`config.mk`:
```
export PLATFORM = sky130hd
export DESIGN_NAME = aabb_overlap_face_classify_unit
export DESIGN_NICKNAME = d
export VERILOG_FILES = /design/src/design/aofc_pkg.sv /design/src/design/aabb_overlap_face_classify_unit.sv /design/src/design/aofc_axis.sv /design/src/design/aofc_min_sel.sv
export SDC_FILE = /design/constraint.sdc
export NUM_CORES = 2
export LEC_CHECK = 0
export BUFFER_PORTS_ARGS = -buffer_cell sky130_fd_sc_hd__clkbuf_2
export CAP_MARGIN = 20
export CORE_MARGIN = 2
export CORE_UTILIZATION = 60
export CTS_CLUSTER_DIAMETER = 120
export CTS_CLUSTER_SIZE = 20
export DETAILED_ROUTE_END_ITERATION = 8
export HOLD_SLACK_MARGIN = 0.05
export PLACE_DENSITY_LB_ADDON = 0.3
export REMOVE_ABC_BUFFERS = 1
export SETUP_SLACK_MARGIN = 0.02
export SKIP_LAST_GASP = 1
export SLEW_MARGIN = 25
export SYNTH_ARGS = -nofsm -noshare
export SYNTH_HDL_FRONTEND = slang
export SYNTH_SLANG_ARGS = --single-unit
```
`constraint.sdc`:
```
create_clock -name clk_i -period 64.4 [get_ports clk_i]
set_clock_uncertainty 0.2 [all_clocks]
set_input_delay 12.88 -clock clk_i [delete_from_list [all_inputs] [get_ports clk_i]]
set_output_delay 12.88 -clock clk_i [all_outputs]
set_load 0.005 [all_outputs]
```
`src/design/aofc_pkg.sv`:
```
// Shared types and constants for the box overlap and nearest-face classifier.
// No dependencies; used by every module of the block.
package aofc_pkg;

  // Field widths of one transaction
  localparam int CoordWidth = 24;
  localparam int SizeWidth  = 20;
  localparam int NumGaps    = 6;

  // Extents are formed at doubled scale; this width holds any extent and any gap
  localparam int ExtWidth = ((CoordWidth > SizeWidth) ? CoordWidth : SizeWidth) + 2;

  // Face codes reported on side
  localparam logic [2:0] SideLeft   = 3'd0;
  localparam logic [2:0] SideRight  = 3'd1;
  localparam logic [2:0] SideTop    = 3'd2;
  localparam logic [2:0] SideBottom = 3'd3;
  localparam logic [2:0] SideFront  = 3'd4;
  localparam logic [2:0] SideBehind = 3'd5;

  typedef struct packed {
    logic signed [CoordWidth-1:0] a_center_x;
    logic signed [CoordWidth-1:0] a_center_y;
    logic signed [CoordWidth-1:0] a_center_z;
    logic signed [CoordWidth-1:0] b_center_x;
    logic signed [CoordWidth-1:0] b_center_y;
    logic signed [CoordWidth-1:0] b_center_z;
    logic [SizeWidth-1:0]         a_size_x;
    logic [SizeWidth-1:0]         a_size_y;
    logic [SizeWidth-1:0]         a_size_z;
    logic [SizeWidth-1:0]         b_size_x;
    logic [SizeWidth-1:0]         b_size_y;
    logic [SizeWidth-1:0]         b_size_z;
  } in_t;

  typedef struct packed {
    logic       hit;
    logic [2:0] side;
  } out_t;

endpackage

```
`src/design/aabb_overlap_face_classify_unit.sv`:
```
// Box overlap test with nearest-face classification, top level.
// Throughput: 1 transaction per cycle while the result is not stalled.
// Six register stages (3 per-axis arithmetic, 3 minimum search) move together;
// a stalled result holds the whole pipeline. Reset clears the valid bits only.
// Depends on aofc_pkg, aofc_axis and aofc_min_sel.
module aabb_overlap_face_classify_unit (
  input  logic           clk_i,
  input  logic           rst_ni,
  input  logic           in_valid_i,
  output logic           in_stall_o,
  input  aofc_pkg::in_t  in_data_i,
  output logic           out_valid_o,
  input  logic           out_stall_i,
  output aofc_pkg::out_t out_data_o
);

  localparam int Depth = 6;
  localparam int GapW  = aofc_pkg::ExtWidth;

  logic [Depth-1:0] valid_d, valid_q;
  logic             en;
  logic [2:0]       axis_hit;
  logic [GapW-1:0]  gap [aofc_pkg::NumGaps];

  // Pipeline advances unless a finished result is held by the receiver
  assign en         = !(valid_q[Depth-1] && out_stall_i);
  assign in_stall_o = !en;
  assign valid_d    = {valid_q[Depth-2:0], in_valid_i};

  always_ff @(posedge clk_i or negedge rst_ni) begin
    if (!rst_ni) begin
      valid_q <= '0;
    end else if (en) begin
      valid_q <= valid_d;
    end
  end

  // Per-axis extents, overlap and gaps
  aofc_axis #(
    .CoordW (aofc_pkg::CoordWidth),
    .SizeW  (aofc_pkg::SizeWidth),
    .ExtW   (GapW)
  ) u_axis_x (
    .clk_i      (clk_i),
    .en_i       (en),
    .a_center_i (in_data_i.a_center_x),
    .b_center_i (in_data_i.b_center_x),
    .a_size_i   (in_data_i.a_size_x),
    .b_size_i   (in_data_i.b_size_x),
    .hit_o      (axis_hit[0]),
    .gap_lo_o   (gap[0]),
    .gap_hi_o   (gap[1])
  );

  aofc_axis #(
    .CoordW (aofc_pkg::CoordWidth),
    .SizeW  (aofc_pkg::SizeWidth),
    .ExtW   (GapW)
  ) u_axis_y (
    .clk_i      (clk_i),
    .en_i       (en),
    .a_center_i (in_data_i.a_center_y),
    .b_center_i (in_data_i.b_center_y),
    .a_size_i   (in_data_i.a_size_y),
    .b_size_i   (in_data_i.b_size_y),
    .hit_o      (axis_hit[1]),
    .gap_lo_o   (gap[2]),
    .gap_hi_o   (gap[3])
  );

  aofc_axis #(
    .CoordW (aofc_pkg::CoordWidth),
    .SizeW  (aofc_pkg::SizeWidth),
    .ExtW   (GapW)
  ) u_axis_z (
    .clk_i      (clk_i),
    .en_i       (en),
    .a_center_i (in_data_i.a_center_z),
    .b_center_i (in_data_i.b_center_z),
    .a_size_i   (in_data_i.a_size_z),
    .b_size_i   (in_data_i.b_size_z),
    .hit_o      (axis_hit[2]),
    .gap_lo_o   (gap[4]),
    .gap_hi_o   (gap[5])
  );

  // Nearest face search and result register
  aofc_min_sel #(
    .GapW (GapW)
  ) u_min_sel (
    .clk_i    (clk_i),
    .en_i     (en),
    .hit_i    (&axis_hit),
    .gap_i    (gap),
    .result_o (out_data_o)
  );

  assign out_valid_o = valid_q[Depth-1];

`ifndef SYNTHESIS
  a_no_hit_side_left : assert property (@(posedge clk_i) disable iff (!rst_ni)
    out_valid_o && !out_data_o.hit |-> out_data_o.side == aofc_pkg::SideLeft)
    else $error("side not left on a miss");

  a_side_range : assert property (@(posedge clk_i) disable iff (!rst_ni)
    out_valid_o |-> out_data_o.side <= aofc_pkg::SideBehind)
    else $error("side code out of range");

  a_stall_cause : assert property (@(posedge clk_i) disable iff (!rst_ni)
    in_stall_o |-> out_valid_o && out_stall_i)
    else $error("input stalled without a held result");

  a_full_drains : assert property (@(posedge clk_i) disable iff (!rst_ni)
    out_valid_o && !out_stall_i && !valid_q[Depth-2] |=> !out_valid_o)
    else $error("result repeated after transaction");
`endif

endmodule

```
`src/design/aofc_axis.sv`:
```
// One axis of the overlap test: extents, face differences, overlap flag and gaps.
// Three register stages, all advanced by en_i. Depends on aofc_pkg for defaults.
module aofc_axis #(
  parameter int CoordW = aofc_pkg::CoordWidth,
  parameter int SizeW  = aofc_pkg::SizeWidth,
  parameter int ExtW   = ((CoordW > SizeW) ? CoordW : SizeW) + 2
) (
  input  logic                     clk_i,
  input  logic                     en_i,
  input  logic signed [CoordW-1:0] a_center_i,
  input  logic signed [CoordW-1:0] b_center_i,
  input  logic [SizeW-1:0]         a_size_i,
  input  logic [SizeW-1:0]         b_size_i,
  output logic                     hit_o,
  output logic [ExtW-1:0]          gap_lo_o,
  output logic [ExtW-1:0]          gap_hi_o
);

  localparam int DiffW = ExtW + 1;

  logic signed [ExtW-1:0] ac_ext, bc_ext, as_ext, bs_ext;
  logic signed [ExtW-1:0] alo_d, ahi_d, blo_d, bhi_d;
  logic signed [ExtW-1:0] alo_q, ahi_q, blo_q, bhi_q;
  logic signed [DiffW-1:0] dlo_d, dhi_d, dlo_q, dhi_q;
  logic signed [DiffW-1:0] dlo_neg;
  logic                    hit_d, hit_q;
  logic [ExtW-1:0]         gap_lo_d, gap_hi_d, gap_lo_q, gap_hi_q;

  // Stage 1: extents at doubled scale, 2c -/+ s
  always_comb begin
    ac_ext = ExtW'(a_center_i);
    bc_ext = ExtW'(b_center_i);
    as_ext = $signed(ExtW'(a_size_i));
    bs_ext = $signed(ExtW'(b_size_i));
    alo_d  = (ac_ext <<< 1) - as_ext;
    ahi_d  = (ac_ext <<< 1) + as_ext;
    blo_d  = (bc_ext <<< 1) - bs_ext;
    bhi_d  = (bc_ext <<< 1) + bs_ext;
  end

  // Stage 2: signed differences between facing extents
  assign dlo_d = DiffW'(alo_q) - DiffW'(bhi_q);
  assign dhi_d = DiffW'(ahi_q) - DiffW'(blo_q);

  // Stage 3: overlap needs dlo <= 0 and dhi >= 0; gaps are then -dlo and dhi
  assign dlo_neg  = -dlo_q;
  assign hit_d    = (dlo_q[DiffW-1] || (dlo_q == '0)) && !dhi_q[DiffW-1];
  assign gap_lo_d = dlo_neg[ExtW-1:0];
  assign gap_hi_d = dhi_q[ExtW-1:0];

  always_ff @(posedge clk_i) begin
    if (en_i) begin
      alo_q    <= alo_d;
      ahi_q    <= ahi_d;
      blo_q    <= blo_d;
      bhi_q    <= bhi_d;
      dlo_q    <= dlo_d;
      dhi_q    <= dhi_d;
      hit_q    <= hit_d;
      gap_lo_q <= gap_lo_d;
      gap_hi_q <= gap_hi_d;
    end
  end

  assign hit_o    = hit_q;
  assign gap_lo_o = gap_lo_q;
  assign gap_hi_o = gap_hi_q;

endmodule

```
`src/design/aofc_min_sel.sv`:
```
// Registered three-level minimum search over the six face gaps; lowest index wins ties.
// Last stage is the result register. Depends on aofc_pkg for face codes and out_t.
module aofc_min_sel #(
  parameter int GapW = aofc_pkg::ExtWidth
) (
  input  logic              clk_i,
  input  logic              en_i,
  input  logic              hit_i,
  input  logic [GapW-1:0]   gap_i [aofc_pkg::NumGaps],
  output aofc_pkg::out_t    result_o
);

  logic [GapW-1:0] m4_d [3];
  logic [GapW-1:0] m4_q [3];
  logic [2:0]      i4_d [3];
  logic [2:0]      i4_q [3];
  logic            hit4_q;
  logic [GapW-1:0] m5_d, m5_q, m5c_q;
  logic [2:0]      i5_d, i5_q, i5c_q;
  logic            hit5_q;
  aofc_pkg::out_t  res_d, res_q;
  logic            lt01, lt23, lt45, lt5, lt6;

  // Level 1: pairs within each axis
  always_comb begin
    lt01    = gap_i[1] < gap_i[0];
    lt23    = gap_i[3] < gap_i[2];
    lt45    = gap_i[5] < gap_i[4];
    m4_d[0] = lt01 ? gap_i[1] : gap_i[0];
    i4_d[0] = lt01 ? aofc_pkg::SideRight : aofc_pkg::SideLeft;
    m4_d[1] = lt23 ? gap_i[3] : gap_i[2];
    i4_d[1] = lt23 ? aofc_pkg::SideBottom : aofc_pkg::SideTop;
    m4_d[2] = lt45 ? gap_i[5] : gap_i[4];
    i4_d[2] = lt45 ? aofc_pkg::SideBehind : aofc_pkg::SideFront;
  end

  // Level 2: x winner against y winner
  always_comb begin
    lt5  = m4_q[1] < m4_q[0];
    m5_d = lt5 ? m4_q[1] : m4_q[0];
    i5_d = lt5 ? i4_q[1] : i4_q[0];
  end

  // Level 3: against z winner; no hit reports left
  always_comb begin
    lt6       = m5c_q < m5_q;
    res_d.hit = hit5_q;
    if (hit5_q) begin
      res_d.side = lt6 ? i5c_q : i5_q;
    end else begin
      res_d.side = aofc_pkg::SideLeft;
    end
  end

  always_ff @(posedge clk_i) begin
    if (en_i) begin
      m4_q   <= m4_d;
      i4_q   <= i4_d;
      hit4_q <= hit_i;
      m5_q   <= m5_d;
      i5_q   <= i5_d;
      m5c_q  <= m4_q[2];
      i5c_q  <= i4_q[2];
      hit5_q <= hit4_q;
      res_q  <= res_d;
    end
  end

  assign result_o = res_q;

endmodule
```
Word level (Yosys, flattened, before mapping)
Index checks and enable logic that the tools add are counted.
{ "word_totals": {"mem_bits_ro": 0, "regBits": 790, "elab_cells": 91, "latch_bits": 0, "ramBits": 0, "mem_count": 0} }
{ "op_classes": {"n_div": 0, "n_mul": 0, "n_eq_ne": 0, "n_shift": 0, "bitwise_logic": 0, "reduce_logical": 14, "n_addsub": 21, "order_cmp": 5, "mux": 9} }
{ "op_table": {"columns": ["cell", "n"], "rows": [
  ["$sub 26x26->27", 6],
  ["$add 25x21->26", 6],
  ["$sub 25x21->26", 6],
  ["$lt 26x26->1", 5],
  ["$mux 26", 4],
  ["$logic_not 27->1", 3],
  ["$neg 26->26", 3],
  ["$mux 3", 2],
  ["$logic_and 1x1->1", 4],
  ["$logic_not 1->1", 3],
  ["$logic_or 1x1->1", 3],
  ["$mux 1", 3],
  ["$reduce_and 3->1", 1]
]} }

Depth between registers and ports, before layout
{ "depth": {"depth_word": 3, "depth_mapped": 13} }

Modules after synthesis
A second synthesis with hierarchy kept.
{ "unflattened": {"cells_unflattened": 4764, "area_unflattened_um2": 50654.8} }
{ "modules_own_cells": {"columns": ["mod", "seq_area_each_um2", "instances", "area_per_inst_um2", "cells_per_inst"], "rows": [
  ["aofc_axis (u_axis_x ...)", 6216.0, 2, 13804.5, 1334],
  ["aofc_axis (u_axis_z)", 6216.0, 1, 13905.8, 1374],
  ["aofc_min_sel", 4264.1, 1, 8886.0, 707],
  ["aabb_overlap_face_classify_unit", 150.1, 1, 254.0, 15]
]} }

Least setup slack after synthesis
No wires, ideal clock.
{ "synth_timing": {"kind": "input-to-output", "startpoint": "input port out_stall_i", "endpoint": "output port in_stall_o", "n_path_buf": 0, "path_slack_ns": 21.546, "t_required_ns": 51.320, "arrival_ns": 29.774, "cell_stages": 2, "cell_sequence": "nand2_1 -> inv_1"} }
{ "synth_between": {"elab_chain_len": 1} }
{ "synth_rtl": {"columns": ["item", "line_no", "rtl"], "rows": [
  ["start: declaration", "aabb_overlap_face_classify_unit.sv:13", "input logic out_stall_i,"],
  ["$logic_and 1x1->1", "aabb_overlap_face_classify_unit.sv:26", "assign en = !(valid_q[Depth-1] && out_stall_i);"],
  ["end: declaration", "aabb_overlap_face_classify_unit.sv:10", "output logic in_stall_o,"]
]} }
Every way passes these cells.

Final worst setup path
Ends and elaborated chain as after synthesis.

==> impl_metrics.tcl <==
set metrics [dict create \
    status "finished clean" \
    cpMostUsedCell "clkbuf_2" \
    dr.pass1.iters 5 \
    p_clk_share_pct 12.8 \
    routabilityCongestion 0.895 \
    area_growth_pct 7.52 \
    vdd_drop_max_mv 0.0247 \
    numCtsBuffers 44 \
    hpwl_um 77900 \
    seqPwrFrac_pct 44.5 \
    slew_headroom_pct 25.8 \
    cpPeakStageDelay_ns 0.55 \
    synth-main-ff-cell "edfxtp_1" \
    antenna_found_initial 1 \
    ys_types 74 \
    p_leak_nw 22.3 \
    ctsHtreeMaxLevel 2 \
    synth_mux_area_share_pct 2.63 \
    crit_slowest_cell "nand2_4" \
    p_sw_w 0.000793 \
    tns_ns 0 \
    path_class "input pin to output port" \
    dieArea_um2 83200 \
    cp.arrival_ns 13.88 \
    cts_tree "yes" \
    p_int_w 0.00141 \
    drtIter0Drc 2166 \
    fmax_ghz 0.0371 \
    finalSetupViolCount 0 \
    switching_share_pct 36.0 \
    finalPower_w 0.00220 \
    n_antenna_cell 0 \
    die_h_um 288 \
    cts_max_path_buffers 3 \
    fill_cells 6219 \
    hold_viol_final 0 \
    worst_pin_slew_ns 1.08 \
    fin_crit_sh_pct 41.9 \
    rsz0062_at_grt "false" \
    totalWireLength_um 100000 \
    crit_family "simple AND/OR/NAND/NOR gates" \
    postCtsHoldBufs 0 \
    avgViaCountPerCell 5.70 \
    worstSetupStartpointType "input pin" \
    synth_edf_count 763 \
    post_cts_buffers 0 \
    grt-ovfl-total 0 \
    max_cap_violations 0 \
    synth_top_family_by_area "adder cells" \
    initial_core_util_pct 60.5 \
    grt_pass1_vias 31700 \
    yosysSeqAreaShare_pct 47.5 \
    critPathCaptureType "output port" \
    wl_per_cell_um 17.4 \
    synth_compound_area_share_pct 12.9 \
    synth_area_um2 48500 \
    synthXorXnorAreaFrac_pct 7.88 \
    ff2ff_setup_slack_ns 60.20 \
    core_um2 80300 \
    grt_pass1_wl_um 158000 \
    maxSlewViolCount 0 \
    hold_path.class "register to register" \
    finalInstanceArea_um2 52200 \
    synthAdderAreaFrac_pct 13.8 \
    power.density_nw_per_um2 42.2 \
    async_reset_ff_share_pct 0.780 \
    num_rows 104 \
    avgSynthCellArea_um2 10.8 \
    regArea_um2 23100 \
    clk_latency_ns 0.61 \
    worstPathMaxFanout 55 \
    numClockSinks 769 \
    path_cells "clkbuf_2 -> nand2_4 -> inv_1 -> clkbuf_2" \
    synth_warnings 0 \
    post_synth_and_or_nand_nor_area_fraction_pct 10.1 \
    drc_errors 0 \
    cts_resized 0 \
    post-route-min-period_ns 26.96 \
    die_w_um 288 \
    grt_use_total_pct 23.9 \
    drive_above_1_share_pct 9.91 \
    antenna_left 0 \
    cts_root_buffer "clkbuf_16" \
    cp.required_ns 51.32 \
    grt_max_degree 191 \
    dpl_cell_area_um2 51000 \
    io_pins 274 \
    critPathBufInv 3 \
    nNetsFinal 5505 \
    path_clk_slew_ns 0.08 \
    io_buffers 273 \
    multi_input_area_um2 23000 \
    num_vias 32900 \
    ys_ff_latch 769 \
    comb_power_share_pct 42.7 \
    synthCells 4479 \
]
-- flip-flops by register name, indices dropped and copies added (netlist names), 27 cells and up --
name            flops
u_axis_z.dhi_q     27
u_axis_y.dhi_q     27
u_min_sel.m4_q     78
u_axis_x.dhi_q     27
-- worst register-to-register path, cell delays in order, from the launching register on --
cell,delay (ns)
edfxtp_1,0.39
ha_1,0.28
fa_1,0.42
nor2b_1,0.16
o21ai_0,0.12
a21boi_0,0.37
a21oi_1,0.21
a211oi_1,0.49
nand4_1,0.22
a311oi_1,0.53
a221o_1,0.28
a21o_1,0.15
xor2_1,0.22
-- layer usage --
layer	routed length [um]	share of wire, %	GRT usage (%)
met5	0	0	0
met4	3250	3.2	7.98
met3	4270	4.3	2.19
met2	49500	49	41.7
met1	43300	43	31.4
-- path summary, 6_finish.rpt --
| check | startpoint | to | depth (start not counted) |
|---|---|---|---|
| max in group asynchronous | rst_ni | valid_q[0]$_DFFE_PN0N_ | 1 |
| min | u_min_sel.m4_q[14]$_DFFE_PN_ | u_min_sel.m5c_q[14]$_DFFE_PN_ | 0 |
| max reg2reg | u_axis_x.bhi_q[0]$_DFFE_PN_ | u_axis_x.dlo_q[24]$_DFFE_PN_ | 12 |
| max | out_stall_i | in_stall_o | 4 |
| min reg2reg | u_min_sel.m4_q[14]$_DFFE_PN_ | u_min_sel.m5c_q[14]$_DFFE_PN_ | 0 |
| min in group asynchronous | rst_ni | valid_q[5]$_DFFE_PN0N_ | 1 |
-- Yosys cell counts (all sizes together) (7+ instances only) --
cell	n	share of area [%]
a21oi	323	3.3
o21ai	179	1.8
nor3	93	0.96
mux2	107	2.5
nand3	65	0.68
o21bai	63	0.97
nand2b	73	0.94
o211ai	22	0.34
ha	506	13
and3	29	0.37
and4	8	0.14
a2111oi	11	0.20
a31oi	38	0.49
a21o	114	1.8
edfxtp	763	47
xnor2	327	5.9
xor2	110	2.0
inv	573	4.4
nor4	30	0.42
or3	31	0.40
and2	19	0.24
nand4	29	0.37
a211o	13	0.23
o31a	9	0.16
nor2b	79	1.0
a211oi	29	0.45
clkbuf	91	0.70
a21boi	14	0.22
or2	10	0.13
or4	20	0.33
nor3b	11	0.17
a221oi	10	0.18
o2111ai	13	0.23
fa	18	0.74
nand2	154	1.2
nand3b	7	0.11
nor2	309	2.4
o31ai	23	0.36
o22ai	10	0.13
o21a	53	0.82
mux2i	7	0.14
o41ai	12	0.22
-- cell usage in the layout, fill, tap and decap left out, types with 29 or more instances in the layout --
cell       Yosys  final
nor3_1        93     93
o21a_1        53     52
clkbuf_16      0     45
a211oi_1      29     29
and3_1        29     29
or3_1         31     31
edfxtp_1     763    763
mux2_2       107    107
a21o_1       114    114
nor2_1       308    308
nand2b_1      73     73
nor4_1        29     29
clkbuf_2       0    273
inv_1        573    573
nand2_1      154    153
xnor2_1      327    327
a31oi_1       38     37
nand3_1       64     64
o21bai_1      63     63
a21oi_1      323    323
o21ai_0      176    176
nand4_1       29     29
xor2_1       110    110
ha_1         506    506
nor2b_1       79     79
-- through the flow --
step / hold WS, ns / worst slack [ns] / std cells / util (%)
after CTS: 0.220 / 37.42 / 5784 / 65.0
after detailed placement: 0.205 / 37.43 / 5727 / 63.5
after global routing: 0.232 / 37.35 / 5784 / 65.0
after global placement: 0.201 / 37.44 / 5727 / 63.5
after floorplan: 0.200 / 21.55 / 4383 / -
final: 0.219 / 37.44 / 5784 / 65.0
-- logic make-up after synthesis --
logic type | Yosys count
and+or+nand+nor | 976
buffers and inverters | 671
AOI/OAI and AO/OA | 988
muxes | 114
DFF | 769
adders and majority gates | 524
xor gates and xnor gates | 437
-- area by class of cell --
cell class / instances / area share, %
Tap cell: 1060 / 2.54
Multi-Input combinational cell: 3039 / 44.0
Clock inverter: 4 / 0.0623
Inverter: 575 / 4.14
Clock buffer: 53 / 2.21
Timing Repair Buffer: 284 / 2.83
Sequential cell: 769 / 44.2
-- power groups by stage --
stage	sequential [W]	clock (W)	combinational [W]
floorplan	0.00104	0	0.000703
global placement	0.000979	0	0.000903
detailed placement	0.000988	0	0.000931
CTS	0.000980	0.000289	0.000943
global route	0.00100	0.000305	0.00105
finish	0.000980	0.000281	0.000941
No activity file was read; power rests on OpenSTA's default activity.
